**config.mk**
```make
export PLATFORM = sky130hd
export DESIGN_NAME = nhtl_cmd_queue
export DESIGN_NICKNAME = d
export VERILOG_FILES = /design/src/rtl/nhtl_pkg.sv /design/src/rtl/nhtl_cmd_queue.sv
export SDC_FILE = /design/constraint.sdc
export NUM_CORES = 1
export LEC_CHECK = 0
export ABC_AREA = 1
export CELL_PAD_IN_SITES_DETAIL_PLACEMENT = 1
export CELL_PAD_IN_SITES_GLOBAL_PLACEMENT = 2
export CORE_MARGIN = 5
export CORE_UTILIZATION = 37
export CTS_CLUSTER_DIAMETER = 60
export DETAILED_ROUTE_END_ITERATION = 10
export DONT_BUFFER_PORTS = 1
export PLACE_DENSITY = 0.83
export SYNTH_ARGS = -nofsm -noshare
export SYNTH_HDL_FRONTEND = slang
export SYNTH_SLANG_ARGS = --single-unit
```
**constraint.sdc**
```tcl
create_clock -name clk -period 6.6 [get_ports clk]
set_input_delay 0.33 -clock clk [delete_from_list [all_inputs] [get_ports clk]]
set_output_delay 0.33 -clock clk [all_outputs]
set_load 0.01 [all_outputs]
```
**src/rtl/nhtl_pkg.sv**
```systemverilog
`default_nettype none

package nhtl_pkg;

    localparam int TABLE_DEPTH = 1024;
    localparam int IDX_W       = $clog2(TABLE_DEPTH);
    localparam int CNT_W       = 11;
    localparam int QUEUE_DEPTH = 2;
    localparam int QPTR_W      = $clog2(QUEUE_DEPTH);
    localparam int QCNT_W      = $clog2(QUEUE_DEPTH + 1);

    localparam logic [31:0] DJB_SEED = 32'd5381;

    localparam logic MODE_LOAD = 1'b0;
    localparam logic MODE_BYTE = 1'b1;

    typedef struct packed {
        logic        mode;
        logic [9:0]  load_index;
        logic [31:0] load_line;
        logic [31:0] load_offset;
        logic [31:0] load_sum_key;
        logic [31:0] load_djb_key;
        logic [7:0]  name_byte;
        logic        last_byte;
    } in_t;

    typedef struct packed {
        logic        found;
        logic [9:0]  match_index;
        logic [31:0] match_line;
        logic [31:0] match_offset;
    } out_t;

    typedef struct packed {
        logic [31:0] line;
        logic [31:0] offset;
        logic [31:0] sum_key;
        logic [31:0] djb_key;
    } entry_t;

    typedef struct packed {
        logic             is_search;
        logic [IDX_W-1:0] index;
        entry_t           entry;
    } cmd_t;

endpackage

`default_nettype wire

```
**src/rtl/nhtl_cmd_queue.sv**
```systemverilog
`default_nettype none

module nhtl_cmd_queue
    import nhtl_pkg::*;
(
    input  wire logic clk,
    input  wire logic rst_n,
    input  wire logic push_valid,
    output logic      push_ready,
    input  wire cmd_t push_cmd,
    output logic      pop_valid,
    input  wire logic pop_ready,
    output cmd_t      pop_cmd
);

    cmd_t              slot_reg [QUEUE_DEPTH];
    logic [QPTR_W-1:0] wr_ptr_reg;
    logic [QPTR_W-1:0] wr_ptr_next;
    logic [QPTR_W-1:0] rd_ptr_reg;
    logic [QPTR_W-1:0] rd_ptr_next;
    logic [QCNT_W-1:0] cnt_reg;
    logic [QCNT_W-1:0] cnt_next;
    logic              do_push;
    logic              do_pop;

    assign push_ready = (cnt_reg != QCNT_W'(QUEUE_DEPTH));
    assign pop_valid  = (cnt_reg != '0);
    assign pop_cmd    = slot_reg[rd_ptr_reg];
    assign do_push    = push_valid && push_ready;
    assign do_pop     = pop_valid && pop_ready;

    always_comb
    begin
        wr_ptr_next = wr_ptr_reg;
        rd_ptr_next = rd_ptr_reg;
        cnt_next    = cnt_reg;
        if (do_push)
        begin
            wr_ptr_next = (wr_ptr_reg == QPTR_W'(QUEUE_DEPTH - 1)) ? '0 : wr_ptr_reg + 1'b1;
        end
        if (do_pop)
        begin
            rd_ptr_next = (rd_ptr_reg == QPTR_W'(QUEUE_DEPTH - 1)) ? '0 : rd_ptr_reg + 1'b1;
        end
        if (do_push && !do_pop)
        begin
            cnt_next = cnt_reg + 1'b1;
        end
        else if (do_pop && !do_push)
        begin
            cnt_next = cnt_reg - 1'b1;
        end
    end

    always_ff @(posedge clk or negedge rst_n)
    begin
        if (!rst_n)
        begin
            wr_ptr_reg <= '0;
            rd_ptr_reg <= '0;
            cnt_reg    <= '0;
        end
        else
        begin
            wr_ptr_reg <= wr_ptr_next;
            rd_ptr_reg <= rd_ptr_next;
            cnt_reg    <= cnt_next;
        end
    end

    always_ff @(posedge clk)
    begin
        if (do_push)
        begin
            slot_reg[wr_ptr_reg] <= push_cmd;
        end
    end

endmodule

`default_nettype wire

```
==> impl_metrics.toml <==
[global_route]
track_usage_pct = 15.7
grt_pass1_vias = 6725
grt_max_degree = 83
grt-ovfl-total = 0
antenna_found_initial = 2
grt_pass1_wl_um = 38500

[placed_design]
portBuffers = 0
place_inst = 1108
place_congestion = 0.710
dpl.hpwl_um = 15000
placed_cell_area_sq_mm = 0.0107

[cells_and_area]
nets = 1047
largest_register_ff_count = 278
fin_cells = 1305
fin_area_sq_mm = 0.0131
n_fill_cell = 2792
area_growth_pct = 26.3
layout-drive-gt1-share_pct = 6.05
fin_util_pct = 47.2

[detailed_routing]
met3_length_um = 2300
first_pass_iters = 4
drt.antenna.violating_nets = 0
route.met2.wl_um = 13300
wl_met1_um = 9500
first_iter_violations = 312
wirelength_um = 25800
remaining_drc_errors = 0
drt-wirelength-per-cell_um = 19.8
top_layer = "met4"
viasPerCell = 4.71
vias = 6145

[sta]
final.period_utilization_pct = 51.8
clock_skew_ns = 0.00549
tns_ns = 0
final_max_slew_viol_count = 0
tightest_slew_ns = 1.08
finalHoldViolCount = 0
rsz0062_at_grt = "false"
clock.fmax_mhz = 292
min_period_ns = 3.42
relSlewSlack_pct = 27.9
setup_viol = 0

[die]
dieHeight_um = 177
die_area_sq_mm = 0.0314
die-width_um = 177
rows = 61
ios = 284
start_util_pct = 37.4
core_area_sq_mm = 0.0277

[setup_path]
cp-end-kind = "output pin"
worstRegToRegCells = 5
critPathRequiredTime_ns = 6.27
reg2reg_from = "cnt_reg[0]$_DFFE_PN0P_"
reg2reg_to = "slot_reg[0][57]$_DFFE_PP_"
reg2reg_slack_ns = 3.65
arrival_ns = 3.09
crit_type = "reg2out"
critPathLaunchType = "flip-flop"
crit_fanout = 78

[clock_tree]
clk_pin_slew_ns = 0.06
cts_resized = 0
cts-htree-levels = 1
clk_path_buf_depth = 3
cts_hold_buf = 141
cts_root_buf = "clkbuf_16"
cts_tree = "built"
numCtsBuffers = 30
cts_setup_buffers = 0
cts_sinks = 282
clkLatencyLatePin_ns = 0.54

[logic_synthesis]
synth_nets = 899
ys_top_cells_by_area = "edfxtp_1, nand2_1, buf_6, dfrtp_1, buf_2"
synth-seq-cells = 282
seq_area_frac_synth_pct = 81.6
ys.warnings.count = 0
syn_inst = 755
syn_area_sq_mm = 0.0104
yosysUniqueCellTypes = 15
yosysTopAreaCell = "edfxtp_1"
avgSynthCellArea_sq_um = 13.7
synth_top_cell_area_share_pct = 80.6

[power_and_ir_drop]
ir_drop_mv = 0.272
p_leak_nw = 5.04
report.power.total_mw = 5.75
power_density_mw_per_mm2 = 440

[job]
cap_violations = 0

[outcome]
status = "finished, final reports clean"

[min_path]
hold_class = "in2async"
==> critical path, stage by stage, from the launching register on <==
cell	delay, ns
dfrtp_4	0.73
inv_4	0.60
buf_4	0.77
nand2_1	0.14
nand2_1	0.18
==> Yosys cell counts, drive strengths merged <==
library cell  instances
buf                  30
clkbuf                1
dfrtp                 4
edfxtp              278
ha                    1
inv                   7
nand2               427
nand3                 2
nand4                 1
nor2                  2
xnor2                 1
xor2                  1
==> through the flow <==
stage | worst slack (ns) | hold WS, ns
global placement | 3.67 | 0.0346
finish | 3.18 | 0.0567
CTS | 3.05 | 0.0336
floorplan | -0.485 | 0.0344
detailed placement | 3.63 | 0.0346
global route | 2.92 | 0.0501
==> cells by family after synthesis <==
logic type / count (synthesis) / share of synthesized area [%]
simple gates: 432 / 15.7
flops: 282 / 81.6
buf+inv: 38 / 2.43
xor+xnor: 2 / 0.169
fa+ha+maj: 1 / 0.121
==> power by group <==
group / switching, mW / leakage [nW] / total [mW] / internal [mW]
sequential: 0.159 / 2.63 / 2.61 / 2.45
clock: 0.667 / 0.482 / 1.67 / 1.00
combinational: 1.17 / 1.93 / 1.46 / 0.298
total: 1.99 / 5.04 / 5.75 / 3.76
==> metal layers <==
metal / GRT usage (%) / vias to the layer above
met1: 17.0 / 3032
li1: - / 2847
met2: 28.8 / 219
met3: 5.90 / 47
met4: 4.35 / 0
met5: 0 / -
==> worst max path at each step <==
stage | to | cells after the start | slack (ns) | startpoint
floorplan | slot_reg[0][0]$_DFFE_PP_ | 4 | -0.49 | cnt_reg[0]$_DFFE_PN0P_
global route | pop_cmd[69] | 4 | 2.92 | rd_ptr_reg$_DFFE_PN0P_
finish | pop_cmd[69] | 4 | 3.18 | rd_ptr_reg$_DFFE_PN0P_
CTS | pop_cmd[88] | 4 | 3.05 | rd_ptr_reg$_DFFE_PN0P_
global placement | pop_cmd[88] | 4 | 3.67 | rd_ptr_reg$_DFFE_PN0P_
detailed placement | slot_reg[0][68]$_DFFE_PP_ | 5 | 3.63 | cnt_reg[0]$_DFFE_PN0P_
==> layout by cell type (no fill, tap or decap), drive strengths merged, types with 3 or more instances in the layout <==
master | Yosys | routed
nand2 | 427 | 427
edfxtp | 278 | 278
buf | 30 | 6
clkinvlp | 0 | 3
bufinv | 0 | 4
dfrtp | 4 | 4
inv | 7 | 7
clkinv | 0 | 14
clkbuf | 1 | 33
dlygate4sd3 | 0 | 141
==> cell type report <==
cell class	count	area, sq um	share of cell area (%)
multi-input cells	435	1670	12.8
well taps	378	473	3.62
inverters	7	28.8	0.220
repair buffers	147	1460	11.1
flip-flops and latches	282	8450	64.6
clock buffers	33	783	5.99
diodes	2	5.00	0.0383
clock inverters	21	205	1.57
Note: power is estimated with default switching activity, not from simulation.
