===== src/rtl/nhtl_pkg.sv =====
`default_nettype none

package nhtl_pkg;

    localparam int TABLE_DEPTH = 1024;
    localparam int IDX_W       = $clog2(TABLE_DEPTH);
    localparam int CNT_W       = 11;
    localparam int QUEUE_DEPTH = 2;
    localparam int QPTR_W      = $clog2(QUEUE_DEPTH);
    localparam int QCNT_W      = $clog2(QUEUE_DEPTH + 1);

    localparam logic [31:0] DJB_SEED = 32'd5381;

    localparam logic MODE_LOAD = 1'b0;
    localparam logic MODE_BYTE = 1'b1;

    typedef struct packed {
        logic        mode;
        logic [9:0]  load_index;
        logic [31:0] load_line;
        logic [31:0] load_offset;
        logic [31:0] load_sum_key;
        logic [31:0] load_djb_key;
        logic [7:0]  name_byte;
        logic        last_byte;
    } in_t;

    typedef struct packed {
        logic        found;
        logic [9:0]  match_index;
        logic [31:0] match_line;
        logic [31:0] match_offset;
    } out_t;

    typedef struct packed {
        logic [31:0] line;
        logic [31:0] offset;
        logic [31:0] sum_key;
        logic [31:0] djb_key;
    } entry_t;

    typedef struct packed {
        logic             is_search;
        logic [IDX_W-1:0] index;
        entry_t           entry;
    } cmd_t;

endpackage

`default_nettype wire


===== src/rtl/nhtl_front.sv =====
`default_nettype none

module nhtl_front
    import nhtl_pkg::*;
(
    input  wire logic clk,
    input  wire logic rst_n,
    input  wire logic in_valid,
    output logic      in_ready,
    input  wire in_t  in_data,
    output logic      push_valid,
    input  wire logic push_ready,
    output cmd_t      push_cmd
);

    logic [31:0] djb_reg;
    logic [31:0] djb_next;
    logic [15:0] sum_reg;
    logic [15:0] sum_next;
    logic [15:0] len_reg;
    logic [15:0] len_next;
    logic [31:0] djb_upd;
    logic [15:0] sum_upd;
    logic [15:0] len_upd;
    logic        is_byte;
    logic        fire;

    assign in_ready   = push_ready;
    assign fire       = in_valid && in_ready;
    assign is_byte    = (in_data.mode == MODE_BYTE);
    assign push_valid = in_valid && (!is_byte || in_data.last_byte);

    assign djb_upd = (djb_reg << 5) + djb_reg + {24'd0, in_data.name_byte};
    assign sum_upd = sum_reg + {8'd0, in_data.name_byte};
    assign len_upd = len_reg + 16'd1;

    always_comb
    begin
        push_cmd.is_search = is_byte;
        push_cmd.index     = in_data.load_index[IDX_W-1:0];
        if (is_byte)
        begin
            push_cmd.entry.line    = '0;
            push_cmd.entry.offset  = '0;
            push_cmd.entry.sum_key = {len_upd, sum_upd};
            push_cmd.entry.djb_key = djb_upd;
        end
        else
        begin
            push_cmd.entry.line    = in_data.load_line;
            push_cmd.entry.offset  = in_data.load_offset;
            push_cmd.entry.sum_key = in_data.load_sum_key;
            push_cmd.entry.djb_key = in_data.load_djb_key;
        end
    end

    always_comb
    begin
        djb_next = djb_reg;
        sum_next = sum_reg;
        len_next = len_reg;
        if (fire && is_byte)
        begin
            if (in_data.last_byte)
            begin
                djb_next = DJB_SEED;
                sum_next = '0;
                len_next = '0;
            end
            else
            begin
                djb_next = djb_upd;
                sum_next = sum_upd;
                len_next = len_upd;
            end
        end
    end

    always_ff @(posedge clk or negedge rst_n)
    begin
        if (!rst_n)
        begin
            djb_reg <= DJB_SEED;
            sum_reg <= '0;
            len_reg <= '0;
        end
        else
        begin
            djb_reg <= djb_next;
            sum_reg <= sum_next;
            len_reg <= len_next;
        end
    end

endmodule

`default_nettype wire


===== config.mk =====
export PLATFORM = sky130hd
export DESIGN_NAME = nhtl_front
export DESIGN_NICKNAME = d
export VERILOG_FILES = /design/src/rtl/nhtl_pkg.sv /design/src/rtl/nhtl_front.sv
export SDC_FILE = /design/constraint.sdc
export NUM_CORES = 1
export LEC_CHECK = 0
export ABC_AREA = 1
export BUFFER_PORTS_ARGS = -buffer_cell sky130_fd_sc_hd__buf_2
export CORE_ASPECT_RATIO = 2
export CORE_UTILIZATION = 30
export DETAILED_ROUTE_END_ITERATION = 6
export GPL_ROUTABILITY_DRIVEN = 0
export GPL_TIMING_DRIVEN = 0
export PLACE_DENSITY = 0.55
export SYNTH_ARGS = -nofsm -noshare
export SYNTH_HDL_FRONTEND = slang
export SYNTH_SLANG_ARGS = --single-unit

===== constraint.sdc =====
create_clock -name clk -period 7 [get_ports clk]
set_input_delay 1.4 -clock clk [delete_from_list [all_inputs] [get_ports clk]]
set_output_delay 1.4 -clock clk [all_outputs]
set_load 0.02 [all_outputs]

==> results.md <==
- Status: finished, violations left
- Failing checks: DRC
- Gr busiest metal: met2
- Final wirelength: 32800 um
- Worst Path Max Fanout: 4
- Tcrit/Tclk final: 0.764
- WHS Endpoint: sum_reg[2]$_DFFE_PN0P_
- Logic gate share of total power: 0.676
- Pleak: 5.84 nW
- Core region area: 23700 um^2
- Resized Gates After CTS: 0
- Post-CTS setup buffer count: 0
- Final Power: 3.44 mW
- TNS Setup: 0 ns
- Post-detailed-route DRC marker count: 19
- Initial antenna violation count: 2
- Most numerous cell in the Yosys netlist: nand2_1
- Final ANT Viol Nets: 0
- Critical path class: in2out
- TritonCTS clock tree: done
- Worst setup SP type: input pin
- Synth Flop Type: dfrtp_1
- Pre-CTS setup slack: 1.67 ns
- Clock tree buffer depth: 2
- Placed cells: 1791
- Share of the synthesized area in the top cell type: 0.226
- Die area: 24800 um^2
- Max Clock Skew: 0.00764 ns
- VDD IR max: 0.000149 V
- Worst slew pin tran: 0.792 ns
- Final cell count without fillers: 1808
- Flop pwr share: 0.175
- Max FFs per register: 32
- Synth Register Bits: 64
- Endpoints failing hold: 0
- Final critical-path required period: 5.35 ns
- Port Buf Inserts: 282
- Sink Count: 64
- Initial drt markers: 443
- Met1 usage: 0.268
- Syn nets: 1445
- P_sw: 1.88 mW
- Vias: 8809
- Post-synth top cells: 436 x nand2_1, 209 x inv_1, 123 x nor2_1
- Sequential element share of the synthesized area: 0.222
- Vias per cell: 4.87
- Leading post-synthesis cells by cell area: nand2_1 23%, dfrtp_1 20%, ha_1 12%, inv_1 11%, nand3_1 7.0%
- Syn Area/Cell: 5.92 um^2
- Layout cell share with drive strength beyond 1: 0.218
- Worst hold path cell count: 2
- Final setup fails: 0
- Initial Utilization: 0.305
- HPWL after DPL: 28300 um
- Max Cap Viol: 0
- Clock share of power: 0.149
- Fmax: 0.187 GHz
- CP arrival: 3.95 ns
- I/O pin count: 293
- Flop-to-flop setup slack: 4.21 ns
- Crit path required time: 5.60 ns
- Hold_buf cts: 0
- RR Startpoint: djb_reg[0]$_DFFE_PN1P_
- Clock root buffer master: clkbuf_16
- Max-slew violation count: 0
- Syn Std Cell Area: 7230 um^2
- Reg clk slew, reported paths: 0.06 ns
- Leading area contributor after synthesis: nand2_1
- Clock latency at the later pin of the worst-skew pair: 0.35 ns
- Post-DP Area: 9030 um^2
- Tot GR Track Use: 0.268
- Row count: 80
- Final Worst Setup Slack: 1.65 ns
- Fin area: 9350 um^2
- Yosys cell types: 37
- Detailed Routing Iterations Pass 1: 7
- PD cells: 368 nW/um^2
- Critical path capture point type: output pin
- Overall die height: 222 um
- RSZ-0062 raised after global routing: no
- GRT overflow: 0
- Ys async rst share: 1.00
- Syn-to-layout area delta: 29.4%
- Post-Synthesis Cells: 1221
- Largest net degree at the start of global routing: 48
- Max_slew headroom: 0.472
- H-tree levels: 3
- Grt met2 use: 0.522
- HP Class: reg2reg
- FF-to-FF End: djb_reg[30]$_DFFE_PN0P_
- First-pass GRT wire length: 48800 um
- Sw frac: 0.547
- Worst hold start: sum_reg[2]$_DFFE_PN0P_
- Layout net count: 1739
- GR Layer Usage met3: 0.0293
- Yosys Warn Count: 0
- Number of global-route vias before repair: 8868
- P_int: 1.56 mW
- # fillers: 2650
- Number of synthesized flops with an enable pin: 0
- TritonCTS Buffers: 9
- Worst reg-to-reg path cell count: 15
- Width of the die: 112 um
- Drt wl/cell: 18.1 um
==> layer usage <==
metal	vias to the layer above	wire length, um
li1	4370	-
met5	-	11
met4	2	1830
met1	3951	11700
met3	72	1910
met2	414	17400
==> through the flow <==
step	hold slack, ns	utilization
after floorplan	0.453	-
after global placement	0.471	0.379
after detailed placement	0.480	0.381
after CTS	0.494	0.394
after global routing	0.516	0.394
final	0.494	0.394
==> placed cells by master, fill, tap and decap left out, types with 5 or more instances in the layout <==
cell / instances
o21ai_0: 60
nand4_1: 8
nand3_1: 101
nand2_1: 436
a21oi_1: 22
nand3b_1: 9
dfrtp_1: 59
clkbuf_1: 27
inv_1: 209
nor2_1: 123
buf_4: 17
clkbuf_16: 9
nor3_1: 6
xnor2_1: 10
ha_1: 67
o22ai_1: 10
dfstp_2: 5
xor2_1: 15
buf_2: 282
fa_1: 5
==> critical path, stage by stage <==
cell and delay, ns:
buf_2 0.14, ha_1 0.30, ha_1 0.26, fa_1 0.50
nand3_1 0.11, nand3_1 0.18, nand2_1 0.11, nand2_1 0.13
xnor2_1 0.17, o21ai_0 0.40, buf_2 0.26
==> cell type report <==
cell class	count	area, um^2	area share
antenna	1	2.50	0.000268
buffer	45	230	0.0246
clock buffer	11	243	0.0260
clock inverter	5	78.8	0.00843
inverter	211	792	0.0847
multi-input combinational	901	4600	0.492
sequential	64	1610	0.172
tap	287	359	0.0384
timing repair buffer	283	1440	0.154
==> power by group through the flow <==
stage / clock network [mW] / registers (mW) / logic, mW
3_5_place_dp: 0 / 0.608 / 2.30
5_1_grt: 0.532 / 0.612 / 2.58
6_report: 0.514 / 0.602 / 2.32
2_1_floorplan: 0 / 0.548 / 1.58
3_3_place_gp: 0 / 0.607 / 2.29
4_1_cts: 0.520 / 0.602 / 2.32
==> worst max path at each step <==
stage                     startpoint  slack (ns)  depth (start not counted)            to
after detailed placement  in_data[2]        1.67                         11   push_cmd[9]
after floorplan           in_data[6]        2.24                         12  push_cmd[11]
after global routing      in_data[6]        1.47                         16  push_cmd[31]
after global placement    in_data[6]        1.67                         16  push_cmd[30]
after CTS                 in_data[2]        1.66                         11   push_cmd[9]
final                     in_data[2]        1.65                         11   push_cmd[9]
==> cell families after synthesis <==
logic type,Yosys count,synth area share
adder cells (fa/ha/maj),72,0.130
AO/OA/AOI/OAI,107,0.0798
AND/OR/NAND/NOR,697,0.396
buffers and inverters,256,0.141
flip-flops,64,0.222
XOR/XNOR,25,0.0303
Power figures use the tool's default switching activity.
